### config.mk
export PLATFORM = sky130hd
export DESIGN_NAME = quicksort_engine_core
export DESIGN_NICKNAME = d
export VERILOG_FILES = /design/src/rtl/core/qse_pkg.sv /design/src/rtl/core/qse_cmp.sv /design/src/rtl/core/qse_store.sv /design/src/rtl/core/qse_stack.sv /design/src/rtl/core/quicksort_engine_core.sv
export SDC_FILE = /design/constraint.sdc
export NUM_CORES = 2
export LEC_CHECK = 0
export BUFFER_PORTS_ARGS = -buffer_cell sky130_fd_sc_hd__buf_2
export CORE_ASPECT_RATIO = 0.5
export CORE_MARGIN = 2
export CORE_UTILIZATION = 25
export CTS_CLUSTER_DIAMETER = 60
export DETAILED_ROUTE_END_ITERATION = 6
export PLACE_DENSITY = 0.45
export SETUP_SLACK_MARGIN = 0.1
export SYNTH_ARGS = -nofsm -noshare
export SYNTH_HDL_FRONTEND = slang
export SYNTH_SLANG_ARGS = --single-unit
### constraint.sdc
create_clock -name clk -period 8.25 [get_ports clk]
set_input_delay 1.65 -clock clk [delete_from_list [all_inputs] [get_ports clk]]
set_output_delay 1.65 -clock clk [all_outputs]
set_load 0.01 [all_outputs]
### src/rtl/core/qse_pkg.sv
package qse_pkg;

  localparam int QSE_MAX_ITEMS = 64;
  localparam int VALUE_W = 32;
  localparam int BOUND_W = 6;
  localparam int STACK_DEPTH = 64;
  localparam int STK_AW = $clog2(STACK_DEPTH);
  localparam int SP_W = $clog2(STACK_DEPTH + 1);

  typedef struct packed {
    logic [BOUND_W-1:0] lo;
    logic [BOUND_W-1:0] hi;
  } stack_entry_t;

  typedef struct packed {
    logic lt;
    logic eq;
  } cmp_res_t;

endpackage

### src/rtl/core/qse_cmp.sv
module qse_cmp
  import qse_pkg::*;
(
  input  logic signed [VALUE_W-1:0] op_a,
  input  logic signed [VALUE_W-1:0] op_b,
  output cmp_res_t                  res
);

  assign res.lt = (op_a < op_b);
  assign res.eq = (op_a == op_b);

endmodule

### src/rtl/core/qse_store.sv
module qse_store
  import qse_pkg::*;
#(
  parameter int DEPTH = QSE_MAX_ITEMS,
  localparam int AW = $clog2(DEPTH)
) (
  input  logic                      clk,
  input  logic [AW-1:0]             rd_addr_a,
  input  logic [AW-1:0]             rd_addr_b,
  output logic signed [VALUE_W-1:0] rd_data_a,
  output logic signed [VALUE_W-1:0] rd_data_b,
  input  logic                      wr_en,
  input  logic [AW-1:0]             wr_addr,
  input  logic signed [VALUE_W-1:0] wr_data
);

  logic signed [VALUE_W-1:0] mem [DEPTH];

  always_ff @(posedge clk) begin
    if (wr_en) begin
      mem[wr_addr] <= wr_data;
    end
    rd_data_a <= mem[rd_addr_a];
    rd_data_b <= mem[rd_addr_b];
  end

endmodule

### src/rtl/core/qse_stack.sv
module qse_stack
  import qse_pkg::*;
(
  input  logic              clk,
  input  logic              wr_en,
  input  logic [STK_AW-1:0] wr_addr,
  input  stack_entry_t      wr_data,
  input  logic [STK_AW-1:0] rd_addr,
  output stack_entry_t      rd_data
);

  stack_entry_t mem [STACK_DEPTH];

  always_ff @(posedge clk) begin
    if (wr_en) begin
      mem[wr_addr] <= wr_data;
    end
    rd_data <= mem[rd_addr];
  end

endmodule

### src/rtl/core/quicksort_engine_core.sv
// Channel  Handshake           Payload                                 Direction
// in       in_valid/in_stall   value[31:0] signed, last                into block
// out      out_valid/out_stall sorted_value[31:0] signed, end_of_set,  out of block
//                              overflow
//
// Loading accepts one input transaction per cycle while the block is idle; the sort starts after the last one.
// Compares and swaps run on the shared comparator and store port; a swap passes through SW1, SW2
// and SW_WAIT, and each range adds stack and pivot work.
// Results leave at one per cycle from an output register that out_stall holds.
// in_stall is high while the block sorts or emits.
// Synchronous reset clears the state, item count, drop flag, stack pointer and out_valid.
module quicksort_engine_core
  import qse_pkg::*;
#(
  parameter int MAX_ITEMS = QSE_MAX_ITEMS
) (
  input  logic                      clk,
  input  logic                      rst,
  input  logic                      in_valid,
  output logic                      in_stall,
  input  logic signed [VALUE_W-1:0] value,
  input  logic                      last,
  output logic                      out_valid,
  input  logic                      out_stall,
  output logic signed [VALUE_W-1:0] sorted_value,
  output logic                      end_of_set,
  output logic                      overflow
);

  localparam int AW = $clog2(MAX_ITEMS);
  localparam int CW = $clog2(MAX_ITEMS + 1);

  typedef enum logic [3:0] {
    IDLE, POP, POP_WAIT, PV_FIRST, PV_SCAN, SP_L, SP_R,
    SW1, SW2, SW_WAIT, PUSH1, PUSH2, EMIT_PRE, EMIT
  } state_t;

  state_t state, state_next;

  logic [CW-1:0] count, count_next;
  logic dropped, dropped_next;
  logic [SP_W-1:0] sp, sp_next;
  logic [CW-1:0] ia, ia_next;
  logic [CW-1:0] rp, rp_next;
  logic [AW-1:0] lo, lo_next;
  logic [AW-1:0] hi, hi_next;
  logic signed [VALUE_W-1:0] first, first_next;
  logic signed [VALUE_W-1:0] pivot, pivot_next;
  logic signed [VALUE_W-1:0] tmp, tmp_next;
  logic out_valid_next;
  logic signed [VALUE_W-1:0] sorted_value_next;
  logic end_of_set_next;
  logic overflow_next;

  logic [AW-1:0] rd_addr_a, rd_addr_b, wr_addr;
  logic signed [VALUE_W-1:0] rd_data_a, rd_data_b, wr_data;
  logic wr_en;

  logic stk_wr_en;
  logic [STK_AW-1:0] stk_wr_addr, stk_rd_addr;
  stack_entry_t stk_wr_data, stk_rd_data;
  logic [SP_W-1:0] sp_m1;

  logic signed [VALUE_W-1:0] op_a, op_b;
  cmp_res_t cmp;

  logic accept, load;
  logic [CW-1:0] cnt_after, lo_c, hi_c, rp_m1_next;

  function automatic logic [AW-1:0] clamp_idx(input logic [CW-1:0] x);
    if (x < CW'(MAX_ITEMS)) begin
      return AW'(x);
    end
    return '0;
  endfunction

  qse_store #(.DEPTH(MAX_ITEMS)) u_store (
    .clk       (clk),
    .rd_addr_a (rd_addr_a),
    .rd_addr_b (rd_addr_b),
    .rd_data_a (rd_data_a),
    .rd_data_b (rd_data_b),
    .wr_en     (wr_en),
    .wr_addr   (wr_addr),
    .wr_data   (wr_data)
  );

  qse_stack u_stack (
    .clk     (clk),
    .wr_en   (stk_wr_en),
    .wr_addr (stk_wr_addr),
    .wr_data (stk_wr_data),
    .rd_addr (stk_rd_addr),
    .rd_data (stk_rd_data)
  );

  qse_cmp u_cmp (
    .op_a (op_a),
    .op_b (op_b),
    .res  (cmp)
  );

  assign in_stall = (state != IDLE);
  assign accept = in_valid && !in_stall;
  assign load = !out_valid || !out_stall;
  assign op_a = (state == SP_R) ? rd_data_b : rd_data_a;
  assign op_b = (state == PV_SCAN) ? first : pivot;
  assign lo_c = CW'(lo);
  assign hi_c = CW'(hi);
  assign sp_m1 = sp - 1'b1;
  assign stk_rd_addr = sp_m1[STK_AW-1:0];
  assign cnt_after = (count < CW'(MAX_ITEMS)) ? CW'(count + 1'b1) : count;
  assign rp_m1_next = rp_next - 1'b1;
  assign rd_addr_a = clamp_idx(ia_next);
  assign rd_addr_b = clamp_idx(rp_m1_next);

  always_comb begin
    state_next = state;
    count_next = count;
    dropped_next = dropped;
    sp_next = sp;
    ia_next = ia;
    rp_next = rp;
    lo_next = lo;
    hi_next = hi;
    first_next = first;
    pivot_next = pivot;
    tmp_next = tmp;
    out_valid_next = out_valid && out_stall;
    sorted_value_next = sorted_value;
    end_of_set_next = end_of_set;
    overflow_next = overflow;
    wr_en = 1'b0;
    wr_addr = clamp_idx(ia);
    wr_data = rd_data_b;
    stk_wr_en = 1'b0;
    stk_wr_addr = sp[STK_AW-1:0];
    stk_wr_data = '0;

    unique case (state)
      IDLE: begin
        if (accept) begin
          if (count < CW'(MAX_ITEMS)) begin
            wr_en = 1'b1;
            wr_addr = AW'(count);
            wr_data = value;
            count_next = CW'(count + 1'b1);
          end else begin
            dropped_next = 1'b1;
          end
          if (last) begin
            if (cnt_after < CW'(2)) begin
              state_next = EMIT_PRE;
            end else begin
              stk_wr_en = 1'b1;
              stk_wr_addr = '0;
              stk_wr_data.lo = '0;
              stk_wr_data.hi = BOUND_W'(cnt_after - 1'b1);
              sp_next = SP_W'(1);
              state_next = POP;
            end
          end
        end
      end
      POP: begin
        if (sp == '0) begin
          state_next = EMIT_PRE;
        end else begin
          sp_next = sp_m1;
          state_next = POP_WAIT;
        end
      end
      POP_WAIT: begin
        if (stk_rd_data.lo >= stk_rd_data.hi ||
            (BOUND_W+1)'(stk_rd_data.hi) >= (BOUND_W+1)'(count)) begin
          state_next = POP;
        end else begin
          lo_next = AW'(stk_rd_data.lo);
          hi_next = AW'(stk_rd_data.hi);
          ia_next = CW'(stk_rd_data.lo);
          state_next = PV_FIRST;
        end
      end
      PV_FIRST: begin
        first_next = rd_data_a;
        ia_next = CW'(ia + 1'b1);
        state_next = PV_SCAN;
      end
      PV_SCAN: begin
        if (!cmp.eq) begin
          pivot_next = cmp.lt ? rd_data_a : first;
          ia_next = lo_c;
          rp_next = CW'(hi_c + 1'b1);
          state_next = SP_L;
        end else if (ia == hi_c) begin
          state_next = POP;
        end else begin
          ia_next = CW'(ia + 1'b1);
        end
      end
      SP_L: begin
        if (ia > hi_c) begin
          state_next = SP_R;
        end else if (cmp.lt || cmp.eq) begin
          ia_next = CW'(ia + 1'b1);
        end else begin
          state_next = SP_R;
        end
      end
      SP_R: begin
        if (rp > lo_c && !(cmp.lt || cmp.eq)) begin
          rp_next = rp - 1'b1;
        end else if ((CW+1)'(ia) + 1'b1 < (CW+1)'(rp)) begin
          state_next = SW1;
        end else if (ia < rp) begin
          state_next = SP_L;
        end else begin
          state_next = PUSH1;
        end
      end
      SW1: begin
        wr_en = 1'b1;
        wr_addr = clamp_idx(ia);
        wr_data = rd_data_b;
        tmp_next = rd_data_a;
        state_next = SW2;
      end
      SW2: begin
        wr_en = 1'b1;
        wr_addr = clamp_idx(rp - 1'b1);
        wr_data = tmp;
        ia_next = CW'(ia + 1'b1);
        rp_next = rp - 1'b1;
        state_next = SW_WAIT;
      end
      SW_WAIT: begin
        state_next = SP_L;
      end
      PUSH1: begin
        if (ia <= lo_c || ia > hi_c) begin
          state_next = POP;
        end else begin
          if (ia < hi_c && sp < SP_W'(STACK_DEPTH)) begin
            stk_wr_en = 1'b1;
            stk_wr_data.lo = BOUND_W'(ia);
            stk_wr_data.hi = BOUND_W'(hi);
            sp_next = sp + 1'b1;
          end
          state_next = PUSH2;
        end
      end
      PUSH2: begin
        if ((CW+1)'(ia) > (CW+1)'(lo_c) + 1'b1 && sp < SP_W'(STACK_DEPTH)) begin
          stk_wr_en = 1'b1;
          stk_wr_data.lo = BOUND_W'(lo);
          stk_wr_data.hi = BOUND_W'(ia - 1'b1);
          sp_next = sp + 1'b1;
        end
        state_next = POP;
      end
      EMIT_PRE: begin
        ia_next = '0;
        state_next = EMIT;
      end
      EMIT: begin
        if (load) begin
          out_valid_next = 1'b1;
          sorted_value_next = rd_data_a;
          overflow_next = dropped;
          if (CW'(ia + 1'b1) == count) begin
            end_of_set_next = 1'b1;
            count_next = '0;
            dropped_next = 1'b0;
            state_next = IDLE;
          end else begin
            end_of_set_next = 1'b0;
            ia_next = CW'(ia + 1'b1);
          end
        end
      end
      default: begin
        state_next = IDLE;
      end
    endcase
  end

  always_ff @(posedge clk) begin
    if (rst) begin
      state <= IDLE;
      count <= '0;
      dropped <= 1'b0;
      sp <= '0;
      out_valid <= 1'b0;
    end else begin
      state <= state_next;
      count <= count_next;
      dropped <= dropped_next;
      sp <= sp_next;
      out_valid <= out_valid_next;
    end
    ia <= ia_next;
    rp <= rp_next;
    lo <= lo_next;
    hi <= hi_next;
    first <= first_next;
    pivot <= pivot_next;
    tmp <= tmp_next;
    sorted_value <= sorted_value_next;
    end_of_set <= end_of_set_next;
    overflow <= overflow_next;
  end

`ifndef SYNTHESIS
  a_swap_ordered: assert property (@(posedge clk) disable iff (rst)
    (state == SW1) |-> ((CW+1)'(ia) + 1'b1 < (CW+1)'(rp)))
    else $error("Swap entered without left index below right index.");

  a_left_bound: assert property (@(posedge clk) disable iff (rst)
    (state == SP_L) |-> ((CW+1)'(ia) <= (CW+1)'(hi_c) + 1'b1))
    else $error("Left scan index ran past the end of the range.");

  a_emit_index: assert property (@(posedge clk) disable iff (rst)
    (state == EMIT) |-> (ia < count))
    else $error("Emit index is outside the stored values.");

  a_range_proper: assert property (@(posedge clk) disable iff (rst)
    (state == PUSH1) |-> (lo < hi))
    else $error("Partition finished on a range with fewer than two entries.");
`endif

endmodule
==> summary.txt <==
Status
  – Status: complete, but fails checks
  – Failing checks: design-rule violations, max-capacitance violations

Logic synthesis
  – Share of the synthesized area in the top cell type: around 63%
  – Cell taking the most area after synthesis: edfxtp_1
  – Syn Nets: 11200
  – Top post-synthesis cells by count: edfxtp_1 (2958), nand2_1 (1811), clkbuf_1 (634), a21oi_1 (623), nand3_1 (546)
  – Mapped cell area: 140000 um^2
  – Top FF cell, synth: edfxtp_1
  – Syn Inst Count: 11100
  – Top post-synthesis cells by area: edfxtp_1 (63%), nand2_1 (4.8%), mux4_2 (4.0%), a21oi_1 (2.2%), o221ai_1 (2.0%)
  – Count leader, synth: edfxtp_1
  – Post-synth EDFFs: roughly 3000
  – Yosys reg bits: 3068
  – Ys async rst share: 0%
  – Synth unique cells: 99
  – Syn_area_per_cell: 12.7 um^2
  – YS warnings: 0
  – Sequential fraction of the synthesis area: 64.9%

Clock tree
  – # H-tree levels: 5
  – CTS tree: done
  – CTS Root Cell: clkbuf_16
  – Hold-fix buffers, CTS: 0
  – CTS Sinks: 3068
  – TritonCTS buffer count: 324
  – Worst skew pair latency: 1.06 ns
  – Bufs on Longest Clock Path: 4
  – Worst-path clk slew: 0.07 ns

Placement
  – Gpl congestion: 0.931
  – Post-Place Worst Slack: -0.0284 ns
  – Hpwl dp: 430000 um
  – Port buffer count: 72

Global routing
  – Gr ovfl total: 0
  – GRT Total Usage: around 23%
  – Largest net degree at the start of global routing: roughly 140
  – Initial antenna violation count: between 50 and 60
  – Wire length of the first global-routing pass: 924000 um
  – Number of global-route vias before repair: roughly 100k

Worst hold path
  – Hold path start: u_stack.rd_data[3]
  – Hold WC Path Type: reg -> reg
  – Hold depth: 0
  – Hold path endpoint: hi[3]

Setup path
  – Startpoint types: register
  – Worst r2r dst: u_store.rd_data_b[24]
  – Arr. time, crit path: 9.02 ns
  – Reg2Reg Depth: 24
  – Required @ worst endpoint: just over 9 ns
  – Reg-to-reg slack, setup: 0.18 ns
  – CP Max Fanout: 34
  – Crit Reg-Reg Startpoint: state[3]
  – CP Capture Type: register
  – Crit Path Class: reg -> reg

Job
  – Number of max-cap violations: 2

Floorplanning
  – Die H: 534 um
  – I/O pins: 73
  – Horiz. Die Dim: 1060 um
  – Core footprint: between 500000 and 600000 um^2
  – Row cnt: 194
  – Starting density of the core: 25.1%
  – Total Die Area: 568000 um^2

Detailed routing
  – Avg WL per Cell: ~36 um
  – 1st-pass router iterations: 7
  – DRC: 3
  – Final WL: 692000 um
  – Via density: 5.90
  – Vias post-DR: roughly 110k
  – DRT antenna net count: 0
  – 1st-iter DRT viols: 20100

Layout
  – Reg area: about 91000 um^2
  – Fill cells: 56200
  – Share of cells above drive strength 1: 15.7%
  – Area grow syn2layout: 18.0%
  – Multi-input logic area: 46500 um^2
  – Final #Nets: about 11000

STA
  – Setup violators final: 0
  – Clock Skew: around 0.12 ns
  – Worst Tran Pin Value: 1.49 ns
  – Unrepaired setup endpoints after global routing: yes
  – Normalized max-slew margin: 0.450%
  – Period Utilization, post-route: roughly 98%
  – Fin. Hold Viols: 0
  – Fin crit period: 8.07 ns
  – Min setup slack post-route: 0.181 ns
  – Fmax: 124 MHz
  – Slew Viols, Final: 0
worst max-delay path by stage:
stage | start | endpoint | cells past startpoint
floorplan | state[0] | u_store.rd_data_b[16] | 35
global placement | state[3] | u_store.rd_data_b[16] | 27
detailed placement | state[3] | u_store.rd_data_b[10] | 27
CTS | state[3] | u_store.rd_data_b[24] | 24
global route | state[3] | u_store.rd_data_b[16] | 28
finish | state[3] | u_store.rd_data_b[24] | 24
metal layers:
layer / up-vias / track usage (%) / wire [um]
met3: 1755 / 7.00 / 88300
met2: 8741 / 33.7 / 288000
met1: 57500 / 31.1 / 272000
met4: 28 / 12.4 / 44000
li1: 44300 / - / -
met5: - / 0 / 199
worst max-delay path, cell delays in order (launching register included):
cell	delay, ns
dfxtp_1	0.32
nor2_2	0.30
and3_4	0.45
buf_4	0.25
nand2_1	0.07
nand2_1	0.12
ha_1	0.24
nor2b_1	0.14
o211ai_1	0.15
a21oi_1	0.14
o311a_1	0.40
or3_1	0.42
a211oi_2	0.42
o221ai_1	0.25
nor2_4	0.28
ha_4	0.22
buf_4	0.55
nand2_2	0.33
o21ai_4	0.47
a21boi_4	0.27
buf_12	0.24
a221o_1	0.40
o211ai_1	0.31
nand4_1	0.67
a22o_1	0.46
cell type report:
| type | count | share of cell area [%] |
|---|---|---|
| antenna | 26 | 0.0393 |
| clock buffer | 423 | 5.25 |
| clock inverter | 165 | 1.22 |
| inverter | 106 | 0.245 |
| multi-input combinational | 6986 | 28.0 |
| sequential | 3068 | 54.9 |
| tap | 7448 | 5.62 |
| timing repair buffer | 815 | 4.64 |
flip-flops by register name (all words and copies together) (netlist names), 7 cells and up:
register / count
u_store.mem: 2048
rp: 7
u_store.rd_data_a: 32
tmp: 32
first: 32
u_stack.mem: 768
ia: 7
u_stack.rd_data: 12
u_store.rd_data_b: 32
count: 7
pivot: 32
sp: 7
sorted_value: 32
what timing repair did:
item,4_1_cts,5_1_grt
endpoints found under the setup margin,11,33
buffers inserted,1,0
pin swaps,2,2
gates cloned,1,0
resized for setup,7,11
cells by family (layout without fill, tap and decap cells):
| kind of cell | after synthesis | count (layout) | share of synthesized area (%) |
|---|---|---|---|
| DFF | 3068 | 3068 | 64.9 |
| muxes | 551 | 551 | 6.21 |
| AOI/OAI and AO/OA | 3079 | 3079 | 15.2 |
| xor gates and xnor gates | 47 | 47 | 0.304 |
| other | 0 | 26 | 0 |
| and+or+nand+nor | 3216 | 3217 | 9.65 |
| buffers and inverters | 1028 | 1509 | 2.95 |
| adders and majority gates | 92 | 92 | 0.818 |
cell usage in the layout (no fill, tap or decap), types with 36 or more instances in the layout:
| master | netlist | routed |
|---|---|---|
| a22oi_1 | 148 | 148 |
| a31oi_1 | 153 | 153 |
| nand2_1 | 1811 | 1796 |
| buf_2 | 157 | 72 |
| dfxtp_1 | 110 | 109 |
| clkinv_1 | 2 | 51 |
| a22o_1 | 150 | 149 |
| o32ai_1 | 46 | 44 |
| a221o_1 | 107 | 106 |
| a222oi_1 | 43 | 43 |
| clkbuf_1 | 634 | 80 |
| buf_4 | 14 | 602 |
| clkbuf_16 | 0 | 327 |
| nand3_1 | 546 | 543 |
| o221ai_1 | 317 | 312 |
| a21oi_1 | 623 | 618 |
| mux2i_1 | 264 | 264 |
| ha_1 | 91 | 89 |
| nor3_1 | 179 | 176 |
| nor2_4 | 0 | 83 |
| nor2_1 | 489 | 407 |
| edfxtp_1 | 2958 | 2958 |
| o2111ai_1 | 53 | 53 |
| o211ai_1 | 111 | 111 |
| inv_1 | 101 | 69 |
| mux4_2 | 252 | 252 |
| nand4_1 | 36 | 36 |
| o21ai_0 | 459 | 448 |
| clkinv_2 | 0 | 41 |
| buf_12 | 0 | 140 |
| a221oi_1 | 125 | 125 |
| o22ai_1 | 404 | 402 |
through the flow:
| stage | util, % | hold WS [ns] | instances | setup TNS, ns | cell area, um^2 |
|---|---|---|---|---|---|
| floorplan | - | 0.408 | 11100 | 0 | 140000 |
| global route | 29.6 | 0.490 | 19000 | 0 | 166000 |
| global placement | 27.7 | 0.484 | 18400 | -0.260 | 155000 |
| CTS | 29.6 | 0.483 | 19000 | 0 | 166000 |
| finish | 29.7 | 0.472 | 19000 | 0 | 166000 |
| detailed placement | 27.7 | 0.475 | 18400 | -0.0348 | 155000 |
Power is not shown: default switching activity piles up to over one toggle a cycle in this logic, so the estimate is an artifact.
